[src/hw/rtl/sat_pkg.sv]
// Shared types, constants and helpers for the summed-area table block.
// Depends on nothing; used by sat_ctrl, sat_dpath and summed_area_table_rect_sum.
`default_nettype none

package sat_pkg;

   // Grid capacity
   localparam int MAX_ROWS    = 64;
   localparam int MAX_COLUMNS = 64;

   // Fixed field widths
   localparam int CFG_W   = 7;
   localparam int COORD_W = 6;
   localparam int ELEM_W  = 32;
   localparam int SUM_W   = 64;

   // Derived widths
   localparam int ROWS_W     = $clog2(MAX_ROWS + 1);
   localparam int COLS_W     = $clog2(MAX_COLUMNS + 1);
   localparam int ROW_IDX_W  = (MAX_ROWS > 1) ? $clog2(MAX_ROWS) : 1;
   localparam int COL_IDX_W  = (MAX_COLUMNS > 1) ? $clog2(MAX_COLUMNS) : 1;
   localparam int DEPTH      = MAX_ROWS * MAX_COLUMNS;
   localparam int ADDR_W     = (DEPTH > 1) ? $clog2(DEPTH) : 1;

   localparam logic [CFG_W-1:0] CFG_SIZE_RESET = CFG_W'(64);

   typedef enum logic {
      CSR_ROW_COUNT    = 1'b0,
      CSR_COLUMN_COUNT = 1'b1
   } csr_index_type;

   typedef enum logic {
      OP_LOAD  = 1'b0,
      OP_QUERY = 1'b1
   } opcode_type;

   typedef enum logic [1:0] {
      STATUS_OK         = 2'd0,
      STATUS_OVERRUN    = 2'd1,
      STATUS_INCOMPLETE = 2'd2,
      STATUS_BAD_RECT   = 2'd3
   } status_type;

   // Commands from the controller to the datapath
   typedef struct packed {
      logic accept_load;
      logic accept_query;
      logic load_write;
      logic query_second;
      logic query_finish;
   } cmd_type;

   function automatic logic [ROWS_W-1:0] clamp_rows(input logic [CFG_W-1:0] v);
      logic [ROWS_W-1:0] res;
      if (v == '0) begin
         res = ROWS_W'(1);
      end else if (32'(v) > MAX_ROWS) begin
         res = ROWS_W'(MAX_ROWS);
      end else begin
         res = ROWS_W'(v);
      end
      return res;
   endfunction

   function automatic logic [COLS_W-1:0] clamp_cols(input logic [CFG_W-1:0] v);
      logic [COLS_W-1:0] res;
      if (v == '0) begin
         res = COLS_W'(1);
      end else if (32'(v) > MAX_COLUMNS) begin
         res = COLS_W'(MAX_COLUMNS);
      end else begin
         res = COLS_W'(v);
      end
      return res;
   endfunction

   function automatic logic [ADDR_W-1:0] table_addr(input logic [ROW_IDX_W-1:0] row,
                                                    input logic [COL_IDX_W-1:0] col);
      return ADDR_W'(ADDR_W'(row) * ADDR_W'(MAX_COLUMNS) + ADDR_W'(col));
   endfunction

endpackage

`default_nettype wire

[src/hw/rtl/sat_ctrl.sv]
// Sequencing state machine for the summed-area table block.
// Depends on sat_pkg; drives the command struct into sat_dpath.
`default_nettype none

module sat_ctrl (
   input  wire logic             clock,
   input  wire logic             reset,
   input  wire logic             start,
   input  wire logic             opcode,
   output logic                  busy,
   output sat_pkg::cmd_type      cmd
);

   typedef enum logic [3:0] {
      ST_IDLE    = 4'b0001,
      ST_LOAD_WR = 4'b0010,
      ST_QRY_RD2 = 4'b0100,
      ST_QRY_SUM = 4'b1000
   } state_type;

   state_type state_ff, state_in;
   logic      accept;

   assign busy   = (state_ff != ST_IDLE);
   assign accept = start & ~busy;

   always_comb begin
      state_in          = state_ff;
      cmd               = '0;
      cmd.accept_load   = accept & (opcode == sat_pkg::OP_LOAD);
      cmd.accept_query  = accept & (opcode == sat_pkg::OP_QUERY);
      unique case (state_ff)
         ST_IDLE: begin
            if (cmd.accept_load) begin
               state_in = ST_LOAD_WR;
            end else if (cmd.accept_query) begin
               state_in = ST_QRY_RD2;
            end
         end
         ST_LOAD_WR: begin
            cmd.load_write = 1'b1;
            state_in       = ST_IDLE;
         end
         ST_QRY_RD2: begin
            cmd.query_second = 1'b1;
            state_in         = ST_QRY_SUM;
         end
         ST_QRY_SUM: begin
            cmd.query_finish = 1'b1;
            state_in         = ST_IDLE;
         end
         default: begin
            state_in = ST_IDLE;
         end
      endcase
   end

   always_ff @(posedge clock) begin
      if (reset) begin
         state_ff <= ST_IDLE;
      end else begin
         state_ff <= state_in;
      end
   end

endmodule

`default_nettype wire

[config.mk]
export PLATFORM = sky130hd
export DESIGN_NAME = sat_ctrl
export DESIGN_NICKNAME = d
export VERILOG_FILES = /design/src/hw/rtl/sat_pkg.sv /design/src/hw/rtl/sat_ctrl.sv
export SDC_FILE = /design/constraint.sdc
export NUM_CORES = 1
export LEC_CHECK = 0
export ABC_AREA = 1
export BUFFER_PORTS_ARGS = -buffer_cell sky130_fd_sc_hd__buf_2
export CAP_MARGIN = 10
export CORE_AREA = 2 2 39 41
export DETAILED_ROUTE_END_ITERATION = 10
export DIE_AREA = 0 0 41 43
export PLACE_DENSITY = 0.37
export SLEW_MARGIN = 15
export SYNTH_ARGS = -nofsm -noshare
export SYNTH_HDL_FRONTEND = slang
export SYNTH_SLANG_ARGS = --single-unit
[constraint.sdc]
create_clock -name clock -period 0.89 [get_ports clock]
set_input_delay 0.178 -clock clock [delete_from_list [all_inputs] [get_ports clock]]
set_output_delay 0.178 -clock clock [all_outputs]
set_load 0.02 [all_outputs]
# Yosys cells after proc, flatten, opt, wreduce, memory -nomap -nowiden
# Cells that the tools add are included.
[word_totals]
elab_cells = 18
output_inout_bits = 6
regBits = 4
inputBits = 4
[classes]
eq_ne = 6
mux = 6
bitwise_logic = 5
[op_table]
columns = ["op", "count"]
rows = [
  ["2-to-1 mux 4 bit", 2],
  ["one-hot mux 4 bit (2 select lines)", 1],
  ["== test 4 x 1 -> 1 bit, second input constant", 1],
  ["== test 4 x 2 -> 1 bit, second input constant", 1],
  ["== test 4 x 3 -> 1 bit, second input constant", 1],
  ["== test 4 bit, second input constant", 1],
  ["inequality test 4 x 1 -> 1 bit, second input constant", 1],
  ["bitwise AND 1 bit", 3],
  ["2-to-1 mux 1 bit", 3],
  ["inequality test 3 bit, second input constant", 1],
  ["inverter 1 bit", 2],
]

# Logic depth before layout (Yosys ltp)
# Gate-level depths: netlist of the first run.
[logic_depth]
depth_word = 7
mapped_depth = 5
depth_no_buf = 5

# Worst setup path before layout of the first run
# OpenSTA, ideal clock, no wires.
[synth_path]
kind = "reg2out"
startpoint = "register state_ff[0]"
endpoint = "output port cmd[0] in the netlist's numbering"
stages_incl_launch_ff = 2
arrival_ps = 1050
n_path_buf = 0
path_slack_ps = -338
cell_sequence = "dfxtp_1 > nor4_1"
[synth_lines]
columns = ["item", "line_no", "rtl"]
rows = [
  ["start, declared", "sat_ctrl.sv:21", "state_type state_ff, state_in;"],
  ["start signal, assigned", "sat_ctrl.sv:62", "state_ff <= state_in;"],
  ["end, declared", "sat_ctrl.sv:11", "output sat_pkg::cmd_type cmd"],
]

==> Flow_metrics.wiki, run 1 <==
{| class="wikitable"
! Metric !! Value
|-
| Violated checks || setup timing
|-
| Synth area leader || sky130_fd_sc_hd__dfxtp_1
|-
| Status || finished, violations left
|-
| Effective utilization at floorplan || 13.1%
|-
| Max transition margin || 88.4%
|-
| Data required time of the worst path || 710 ps
|-
| Most common library cell in the layout ignoring fill and taps || sky130_fd_sc_hd__buf_4
|-
| Number of routed nets with antenna violations || 0
|-
| Antenna diode count || 0
|-
| Hold path startpoint || reset
|-
| Die Span X || 41 um
|-
| Final Max Slew Viols || 0
|-
| Number of cell rows || 14
|-
| Number of max-cap violations || 0
|-
| Total clock buffers created by CTS || 3
|-
| Area delta synth->final || 122%
|-
| Floorplan Core Area || 0.00138 sq mm
|-
| Total standard cell area after synthesis || 181 sq um
|-
| Routed wire per std cell || 8.02 um
|-
| Hold slack || 162 ps
|-
| Vias in the first global route || 203
|-
| Setup clock skew after layout || 7.71 ps
|-
| Final count of negative-setup-slack endpoints || 9
|-
| Post-synth net total || 31
|-
| Final hold violation count || 0
|-
| Global-route wire length before repair || 765 um
|-
| Clk Latency, worst-skew pair || 240 ps
|-
| Remaining global-route overflow || 0
|-
| Flip-flop count of the largest register after layout || 4
|-
| Register with the highest flop count || state_ff
|-
| Min-delay worst type || in2reg
|-
| Average via count per standard cell || 3.61
|-
| Total wirelength of the detailed-routed design || 497 um
|-
| Register area || 90.1 sq um
|-
| Post-route non-filler standard cell count || 62
|-
| Count of yosys warnings during synthesis || 0
|-
| Mapped Avg Cell Area || 6.72 sq um
|-
| Critical Path End Type || output pin
|-
| Depth of the CTS H-tree || 1
|-
| Remaining DRCs || 0
|-
| Crit path max fanout || 4
|-
| Worst supply voltage drop on vdd || 0.394 mV
|-
| Clk sink count || 4
|-
| Launching point of the worst reg2reg path || state_ff[0]$_SDFFE_PP1P_
|-
| Power density cells || 1430 mW/mm^2
|-
| Post-route clock period utilization || 138%
|-
| Number of DRC markers after the initial detailed-route iteration || 0
|-
| TritonCTS clock tree || built
|-
| Worst Max-Slew Pin Slew || 173 ps
|-
| Critical Setup Path Class || reg2out
|-
| HPWL after detailed placement || 387 um
|-
| R2R depth || 5
|-
| Share of Yosys cell area claimed by the top area cell type || 44.1%
|-
| Tot GR Track Use || 6.83%
|-
| Post-Route Setup TNS || -1920 ps
|-
| CTS clock-pin slew for the worst setup and hold paths || 40 ps
|-
| Count of nets after finishing || 51
|-
| Dpl cells || 58
|-
| Leak || 0.204 nW
|-
| Filler cell count || 156
|-
| Instance count along the most critical hold path || 2
|-
| Total area of multi-input combinational cells || 120 sq um
|-
| Pin count of the biggest net entering global routing || 5
|-
| Global placer's final weighted congestion || 0.709
|-
| Die extent in y || 43 um
|-
| Critical path arrival || 1050 ps
|-
| Most frequent cells in the layout || sky130_fd_sc_hd__buf_4, sky130_fd_sc_hd__inv_2, sky130_fd_sc_hd__buf_6
|-
| I/O pin cnt || 10
|-
| RSZ-0062 raised after global routing || true
|-
| Detailed Routing Iterations Pass 1 || 1
|-
| Timing-limited maximum frequency || 0.815 GHz
|-
| Area of the die || 0.00176 sq mm
|-
| Port bufs || 9
|-
| Fraction of layout instances using a drive strength above 1 || 73.9%
|-
| Setup WS pre-CTS || -133 ps
|-
| Post-layout minimum cycle time || 1230 ps
|-
| Start point of the critical path || state_ff[0]$_SDFFE_PP1P_
|-
| Initial antenna violation count || 0
|-
| Largest registers ranked by flip-flop count || state_ff x4
|-
| Cell at the root of the clock tree || sky130_fd_sc_hd__clkbuf_4
|-
| Synth Register Bits || 4
|-
| Sequential element share of the synthesized area || 44.1%
|-
| Buffer depth of the longest clock path || 2
|-
| Crit path setup slack, layout || -337 ps
|-
| Number of standard cells after synthesis || 27
|-
| Synth area leaders || sky130_fd_sc_hd__dfxtp_1, sky130_fd_sc_hd__inv_1, sky130_fd_sc_hd__nor2_1, sky130_fd_sc_hd__nand2_1, sky130_fd_sc_hd__nand4_1
|-
| Number of distinct library cells after synthesis || 9
|-
| Total design power || 0.576 mW
|-
| Kind of start point of the critical path || flip-flop
|-
| Vias || 224
|}
## synth_stat cells
master / count
sky130_fd_sc_hd__nand4_1: 2
sky130_fd_sc_hd__inv_2: 1
sky130_fd_sc_hd__nor4_1: 1
sky130_fd_sc_hd__nand2_1: 4
sky130_fd_sc_hd__nand3_1: 2
sky130_fd_sc_hd__nor2_2: 2
sky130_fd_sc_hd__dfxtp_1: 4
sky130_fd_sc_hd__inv_1: 6
sky130_fd_sc_hd__nor2_1: 5
## through the flow
stage / utilization (%) / cell area, sq um
6_report: 29.1 / 403
5_1_grt: 29.1 / 403
4_1_cts: 29.4 / 407
3_5_place_dp: 23.9 / 330
3_3_place_gp: 23.9 / 330
2_1_floorplan: - / 220
## worst paths after layout
| check | slack (ps) | end |
|---|---|---|
| hold / removal | 160 | state_ff[1]$_SDFFE_PP0P_ |
| setup / recovery | -340 | cmd[3] |
| hold reg to reg | 620 | state_ff[3]$_SDFFE_PP0P_ |
| setup reg to reg | -30 | state_ff[2]$_SDFFE_PP0P_ |
## critical path: stages (launching register included)
cell                      delay (ps)
sky130_fd_sc_hd__dfxtp_4         370
sky130_fd_sc_hd__inv_2            50
sky130_fd_sc_hd__nor2_4           80
sky130_fd_sc_hd__nand4_1         130
sky130_fd_sc_hd__inv_2            80
sky130_fd_sc_hd__buf_6           110
## cells by family after synthesis
kind of cell  Yosys count  share of synthesized area [%]
buf+inv                 7                           14.5
flops                   4                           44.1
simple gates           16                           41.4
## power by group
part	internal, mW	leakage [nW]	total [mW]	switching (mW)
clock	0.168	0.0150	0.245	0.0769
sequential	0.186	0.0344	0.200	0.0135
combinational	0.0663	0.155	0.131	0.0643
## layer usage
layer / part of all wire [%] / global-route usage, %
met5: 0 / 0
met4: 0 / 6.00
met3: 4.2 / 3.14
met2: 55 / 9.38
met1: 40 / 7.40
## area by class of cell
type	count	area share, %
flip-flops and latches	4	22.4
clock buffers	4	6.52
well taps	16	4.97
repair buffers	15	29.8
multi-input cells	16	29.8
inverters	7	6.52
## what timing repair did
item / CTS / global route
gates cloned: 0 / 0
setup endpoints to repair: 9 / 9
hold buffers: 0 / 0
setup buffers: 4 / 0
pin swaps: 5 / 3
endpoints found under the hold margin: 0 / 0
gates resized for setup: 15 / 3
Note: power is estimated with default switching activity, not from simulation.
==> inputs of run 2 (changes only) <==
--- a/config.mk
+++ b/config.mk
@@ -12,6 +12,7 @@
 export DETAILED_ROUTE_END_ITERATION = 10
 export DIE_AREA = 0 0 41 43
 export PLACE_DENSITY = 0.37
+export SKIP_CTS_REPAIR_TIMING = 1
 export SLEW_MARGIN = 15
 export SYNTH_ARGS = -nofsm -noshare
 export SYNTH_HDL_FRONTEND = slang
==> run 2 against run 1 <==
  * The run still ends with setup timing left
  * Count of clock-buffer cells in the layout unchanged
  * Non-clock buffer count unchanged
  * Via count up 0.45%
  * Sequential power about the same
  * Die area unchanged
  * Cell area down 3.4%
==> Flow_metrics.wiki, run 2 (synthesis results as in run 1) <==
{| class="wikitable"
! Metric !! Value
|-
| Status || finished, violations left
|-
| Violated checks || setup timing
|-
| Power density cells || 1450 mW/mm^2 (+1.3%)
|-
| Total design power || 0.563 mW (-2.2%)
|-
| Remaining DRCs || 0 (unchanged)
|-
| TritonCTS clock tree || built
|-
| Clk sink count || 4 (unchanged)
|-
| Max transition margin || 88.4% (unchanged)
|-
| Initial antenna violation count || 0 (unchanged)
|-
| Tot GR Track Use || 6.43% (-0.40 points)
|-
| CTS clock-pin slew for the worst setup and hold paths || 40 ps (about the same)
|-
| Crit path setup slack, layout || -340 ps (-3.14 ps)
|-
| Average via count per standard cell || 3.63 (+0.45%)
|-
| Count of nets after finishing || 51 (unchanged)
|-
| Critical Path End Type || output pin
|-
| Total wirelength of the detailed-routed design || 483 um (-2.8%)
|-
| Family with the most delay on the worst path || flip-flops
|-
| Die Span X || 41 um (unchanged)
|-
| Pin count of the biggest net entering global routing || 5 (unchanged)
|-
| Register with the highest flop count || state_ff
|-
| HPWL after detailed placement || 387 um (unchanged)
|-
| Clk Latency, worst-skew pair || 240 ps (about the same)
|-
| Post-layout minimum cycle time || 1230 ps (+3.14 ps)
|-
| Final count of negative-setup-slack endpoints || 9 (unchanged)
|-
| Post-Route Setup TNS || -1950 ps (-22.8 ps)
|-
| Filler cell count || 157 (+0.64%)
|-
| Most frequent cells in the layout || sky130_fd_sc_hd__buf_4, sky130_fd_sc_hd__inv_2, sky130_fd_sc_hd__nand2_1, sky130_fd_sc_hd__buf_2
|-
| Number of DRC markers after the initial detailed-route iteration || 4 (+4)
|-
| Flip-flop count of the largest register after layout || 4 (unchanged)
|-
| Instance count along the most critical hold path || 2 (unchanged)
|-
| Post-route clock period utilization || 138% (+0.35 points)
|-
| Cell with the most instances on the worst path || sky130_fd_sc_hd__inv_2
|-
| Buffer depth of the longest clock path || 2 (unchanged)
|-
| R2R depth || 5 (unchanged)
|-
| Worst Max-Slew Pin Slew || 173 ps (-0.000358 ps)
|-
| Kind of start point of the critical path || flip-flop
|-
| Number of routed nets with antenna violations || 0 (unchanged)
|-
| Endpoint of the worst-slack reg-to-reg timing path || state_ff[1]$_SDFFE_PP0P_
|-
| Leak || 0.200 nW (-2.1%)
|-
| Depth of the CTS H-tree || 1 (unchanged)
|-
| Final hold violation count || 0 (unchanged)
|-
| Global placer's final weighted congestion || 0.709 (unchanged)
|-
| Remaining global-route overflow || 0 (unchanged)
|-
| Final Max Slew Viols || 0 (unchanged)
|-
| Detailed Routing Iterations Pass 1 || 4 (+3)
|-
| Min-delay worst type || in2reg
|-
| Port bufs || 9 (unchanged)
|-
| Final Instance Area || 389 sq um (-3.4%)
|-
| CP Cell Sequence || inv_2 > nor2_4 > nand4_1 > inv_2 > buf_6
|-
| Area delta synth->final || 114%
|-
| Critical path arrival || 1050 ps (about the same)
|-
| Largest registers ranked by flip-flop count || state_ff x4
|-
| Total clock buffers created by CTS || 3 (unchanged)
|-
| Timing-limited maximum frequency || 0.813 GHz (-0.26%)
|-
| RSZ-0062 raised after global routing || true
|-
| Number of max-cap violations || 0 (unchanged)
|-
| Die extent in y || 43 um (unchanged)
|-
| Global-route wire length before repair || 717 um (-6.3%)
|-
| Area of the die || 0.00176 sq mm (unchanged)
|-
| Vias || 225 (+0.45%)
|-
| WHS Endpoint || state_ff[1]$_SDFFE_PP0P_
|-
| Largest stage delay on the critical path || 370 ps (about the same)
|-
| Buffers & Inverters on Critical Path || 3 (unchanged)
|-
| Cell at the root of the clock tree || sky130_fd_sc_hd__clkbuf_4
|-
| Slowest stage cell on the critical path || sky130_fd_sc_hd__dfxtp_4
|-
| Crit path max fanout || 4 (unchanged)
|-
| Fraction of layout instances using a drive strength above 1 || 69.6% (-4.3 points)
|-
| Routed wire per std cell || 7.79 um (-2.8%)
|-
| Antenna diode count || 0 (unchanged)
|-
| Vias in the first global route || 191 (-5.9%)
|-
| Register-to-Register Setup Slack || -40 ps (about the same)
|-
| I/O pin cnt || 10 (unchanged)
|-
| Launching point of the worst reg2reg path || state_ff[0]$_SDFFE_PP1P_
|-
| Effective utilization at floorplan || 13.1% (unchanged)
|-
| Floorplan Core Area || 0.00138 sq mm (unchanged)
|-
| Worst supply voltage drop on vdd || 0.393 mV (-0.33%)
|-
| Setup clock skew after layout || 7.60 ps (-0.107 ps)
|-
| Placed Area || 330 sq um (unchanged)
|-
| Hold path startpoint || reset
|-
| Setup WS pre-CTS || -133 ps (unchanged)
|-
| Number of cell rows || 14 (unchanged)
|-
| Critical Setup Path Class || reg2out
|-
| Start point of the critical path || state_ff[0]$_SDFFE_PP1P_
|-
| Most common library cell in the layout ignoring fill and taps || sky130_fd_sc_hd__buf_4
|-
| Data required time of the worst path || 710 ps (about the same)
|}
==> run 2: cell types whose count changed in the layout (fill, tap and decap cells not counted) <==
cell	previous run	this run
sky130_fd_sc_hd__nand2_1	3	4
sky130_fd_sc_hd__nand3_1	1	2
sky130_fd_sc_hd__nand3_2	1	0
sky130_fd_sc_hd__nand2_2	1	0
sky130_fd_sc_hd__buf_2	3	4
sky130_fd_sc_hd__buf_6	4	3
==> run 2: worst max path at each step <==
stage | to | cells past startpoint | slack (ps)
after floorplan | cmd[0] | 1 | -40
after detailed placement | cmd[3] | 5 | -130
final | cmd[3] | 5 | -340
after global placement | cmd[4] | 5 | -130
after global routing | cmd[3] | 5 | -410
after CTS | cmd[3] | 5 | -400
==> run 2: area by class of cell <==
| cell class | instances | area [sq um] | share of cell area (%) |
|---|---|---|---|
| inverters | 7 | 26.3 | 6.75 |
| flip-flops and latches | 4 | 90.1 | 23.2 |
| well taps | 16 | 20.0 | 5.14 |
| clock buffers | 4 | 26.3 | 6.75 |
| repair buffers | 15 | 114 | 29.3 |
| multi-input cells | 16 | 113 | 28.9 |
==> run 2: layer usage <==
| layer | wire length (um) | vias up | GRT usage (%) |
|---|---|---|---|
| li1 | - | 120 | - |
| met1 | 199 | 100 | 6.75 |
| met2 | 260 | 5 | 8.75 |
| met3 | 23 | 0 | 3.14 |
| met4 | 0 | 0 | 6.00 |
| met5 | 0 | - | 0 |
==> run 2: through the flow <==
step	utilization, %	hold WS, ps	std cells
after floorplan	-	243	27
after global placement	23.9	388	58
after detailed placement	23.9	393	58
after CTS	25.8	146	62
after global routing	28.1	151	62
final	28.1	153	62
==> run 2: worst register-to-register path, delay by kind of cell (launching register included) <==
family / cells / cell delay [ps]
DFF: 1 / 370
and+or+nand+nor: 3 / 280
buffers and inverters: 2 / 210
==> run 2: where the power goes <==
part           internal, mW  switching (mW)  leakage (nW)
combinational        0.0576          0.0596         0.150
clock                 0.168          0.0776        0.0150
sequential            0.186          0.0136        0.0344
total                 0.412           0.151         0.200
==> inputs of run 3 (changes only) <==
--- a/config.mk
+++ b/config.mk
@@ -7,7 +7,7 @@
 export LEC_CHECK = 0
 export ABC_AREA = 1
 export BUFFER_PORTS_ARGS = -buffer_cell sky130_fd_sc_hd__buf_2
-export CAP_MARGIN = 10
+export CAP_MARGIN = 5
 export CORE_AREA = 2 2 39 41
 export DETAILED_ROUTE_END_ITERATION = 10
 export DIE_AREA = 0 0 41 43
@@ -17,3 +17,4 @@
 export SYNTH_ARGS = -nofsm -noshare
 export SYNTH_HDL_FRONTEND = slang
 export SYNTH_SLANG_ARGS = --single-unit
+export TNS_END_PERCENT = 1
==> run 3 against run 2 <==
  * The flow still finishes with violations (setup timing)
  * Largest cell class unchanged
  * Cell area rose by 2.9%
  * First-iteration DRC count decreased by 50%
  * Clock power about the same
  * Power increased by 0.84%
  * Clock skew increased by 3.4 ps
  * Critical endpoint is now cmd[4]
  * Via count increased by 2.2%
==> Flow_metrics.wiki, run 3 (synthesis results as in run 1) <==
{| class="wikitable"
! Metric !! Value
|-
| Port bufs || 9 (unchanged)
|-
| Clk sink count || 4 (unchanged)
|-
| CP Cell Sequence || inv_2 > nor2_4 > nand4_1 > inv_2 > buf_6
|-
| Most frequent cells in the layout || sky130_fd_sc_hd__buf_4, sky130_fd_sc_hd__nand2_1, sky130_fd_sc_hd__inv_1, sky130_fd_sc_hd__buf_2
|-
| Final count of negative-setup-slack endpoints || 9 (unchanged)
|-
| Remaining global-route overflow || 0 (unchanged)
|-
| Busiest grt layer || met3
|-
| Met2 routing resource usage after global routing || 8.13% (-0.62 points)
|-
| Detailed Routing Iterations Pass 1 || 3 (-1)
|-
| Post-Route Setup TNS || -2330 ps (-388 ps)
|-
| Critical Path End Type || output pin
|-
| Total design power || 0.568 mW (+0.84%)
|-
| Pin count of the biggest net entering global routing || 6 (+1)
|-
| Fraction of layout instances using a drive strength above 1 || 68.8% (-0.82 points)
|-
| Crit path max fanout || 4 (unchanged)
|-
| Die extent in y || 43 um (unchanged)
|-
| Number of max-cap violations || 0 (unchanged)
|-
| Number of cells on the critical path || 5 (unchanged)
|-
| Number of DRC markers after the initial detailed-route iteration || 2 (-2)
|-
| Average via count per standard cell || 3.59 (-0.97%)
|-
| Initial antenna violation count || 0 (unchanged)
|-
| Timing-limited maximum frequency || 0.779 GHz (-4.2%)
|-
| CTS clock-pin slew for the worst setup and hold paths || 40 ps (about the same)
|-
| Crit path setup slack, layout || -394 ps (-54.6 ps)
|-
| Data required time of the worst path || 710 ps (about the same)
|-
| Post-layout minimum cycle time || 1280 ps (+54.6 ps)
|-
| Tot GR Track Use || 6.43% (+0.0065 points)
|-
| Status || finished, violations left
|-
| Total clock buffers created by CTS || 3 (unchanged)
|-
| Global-route wire length before repair || 690 um (-3.8%)
|-
| Vias in the first global route || 182 (-4.7%)
|-
| Largest stage delay on the critical path || 370 ps (about the same)
|-
| R2R depth || 6 (+1)
|-
| Critical path arrival || 1110 ps (+60 ps)
|-
| Effective utilization at floorplan || 13.1% (unchanged)
|-
| Antenna diode count || 0 (unchanged)
|-
| Buffers & Inverters on Critical Path || 3 (unchanged)
|-
| Post-route clock period utilization || 144% (+6.1 points)
|-
| Floorplan Core Area || 0.00138 sq mm (unchanged)
|-
| Setup clock skew after layout || 11.0 ps (+3.36 ps)
|-
| Number of cell rows || 14 (unchanged)
|-
| Total wirelength of the detailed-routed design || 474 um (-1.9%)
|-
| Final Max Slew Viols || 0 (unchanged)
|-
| Leak || 0.208 nW (+3.9%)
|-
| Die Span X || 41 um (unchanged)
|-
| Min-delay worst type || in2reg
|-
| Vias || 230 (+2.2%)
|-
| Depth of the CTS H-tree || 1 (unchanged)
|-
| Worst Max-Slew Pin Slew || 171 ps (-1.52 ps)
|-
| Largest registers ranked by flip-flop count || state_ff x4
|-
| Slowest stage cell on the critical path || sky130_fd_sc_hd__dfxtp_4
|-
| Number of routed nets with antenna violations || 0 (unchanged)
|-
| Remaining DRCs || 0 (unchanged)
|-
| Violated checks || setup timing
|-
| Worst supply voltage drop on vdd || 0.642 mV (+63%)
|-
| Max transition margin || 88.5% (+0.10 points)
|-
| Family with the most delay on the worst path || flip-flops
|-
| Area delta synth->final || 121%
|-
| Clk Latency, worst-skew pair || 240 ps (about the same)
|-
| Instance count along the most critical hold path || 2 (unchanged)
|-
| Cell with the most instances on the worst path || sky130_fd_sc_hd__inv_2
|-
| I/O pin cnt || 10 (unchanged)
|-
| Kind of start point of the critical path || flip-flop
|-
| TritonCTS clock tree || built
|-
| Buffer depth of the longest clock path || 2 (unchanged)
|-
| Flip-flop count of the largest register after layout || 4 (unchanged)
|-
| Routed wire per std cell || 7.41 um (-4.9%)
|-
| Count of nets after finishing || 53 (+3.9%)
|-
| Most common library cell in the layout ignoring fill and taps || sky130_fd_sc_hd__buf_4
|-
| Cell at the root of the clock tree || sky130_fd_sc_hd__clkbuf_4
|-
| Register with the highest flop count || state_ff
|-
| Area of the die || 0.00176 sq mm (unchanged)
|-
| Final hold violation count || 0 (unchanged)
|-
| RSZ-0062 raised after global routing || true
|-
| Power density cells || 1420 mW/mm^2 (-2.0%)
|-
| Met1 capacity usage during global routing || 6.13% (-0.62 points)
|-
| Global placer's final weighted congestion || 0.684 (-3.5%)
|-
| Met3 global-route usage || 8.38% (+5.2 points)
|-
| Critical Setup Path Class || reg2out
|}
run 3: cell types whose count changed in the layout (fill, tap and decap cells not counted):
| cell | delta |
|---|---|
| sky130_fd_sc_hd__nand3_1 | -1 |
| sky130_fd_sc_hd__buf_4 | +3 |
| sky130_fd_sc_hd__nand3_2 | +1 |
| sky130_fd_sc_hd__inv_2 | -1 |
| sky130_fd_sc_hd__nor2_1 | +1 |
| sky130_fd_sc_hd__inv_1 | +1 |
| sky130_fd_sc_hd__dfxtp_4 | -1 |
| sky130_fd_sc_hd__nor2_2 | -1 |
| sky130_fd_sc_hd__dfxtp_2 | +1 |
| sky130_fd_sc_hd__buf_6 | -1 |
run 3: path summary, 6_finish.rpt:
check / from / endpoint / slack [ps]
worst max register to register: state_ff[0]$_SDFFE_PP1P_ / state_ff[1]$_SDFFE_PP0P_ / -210
worst min register to register: state_ff[3]$_SDFFE_PP0P_ / state_ff[0]$_SDFFE_PP1P_ / 580
worst max-delay path: state_ff[0]$_SDFFE_PP1P_ / cmd[4] / -390
worst min-delay path: reset / state_ff[2]$_SDFFE_PP0P_ / 130
run 3: worst reg2reg max path, stage by stage, from the launching register on:
cell and delay, ps:
sky130_fd_sc_hd__dfxtp_4 370, sky130_fd_sc_hd__inv_2 50, sky130_fd_sc_hd__nor2_4 120, sky130_fd_sc_hd__nand4_1 150, sky130_fd_sc_hd__buf_4 160, sky130_fd_sc_hd__buf_4 110
sky130_fd_sc_hd__nor2_1 60
run 3: stage by stage:
stage / cells / utilization, % / cell area, sq um / hold WS, ps / worst slack, ps
5_1_grt: 64 / 28.9 / 400 / 132 / -477
2_1_floorplan: 27 / - / 213 / 250 / -36.9
6_report: 64 / 28.9 / 400 / 130 / -394
4_1_cts: 62 / 25.2 / 349 / 129 / -424
3_5_place_dp: 58 / 23.3 / 323 / 385 / -171
3_3_place_gp: 58 / 23.3 / 323 / 389 / -182
run 3: power breakdown:
part	internal, mW	switching (mW)
clock network	0.168	0.0766
registers	0.188	0.0116
logic	0.0616	0.0615
total	0.418	0.150
run 3: routing by layer:
metal	routed length (um)	vias up
li1	-	123
met1	187	101
met2	239	6
met3	47	0
met4	0	0
met5	0	-
run 3: cell type report:
type	count	area, sq um
clock buffers	4	26.3
fillers	165	983
inverters	7	26.3
multi-input cells	16	115
flip-flops and latches	4	87.6
well taps	16	20.0
repair buffers	17	125
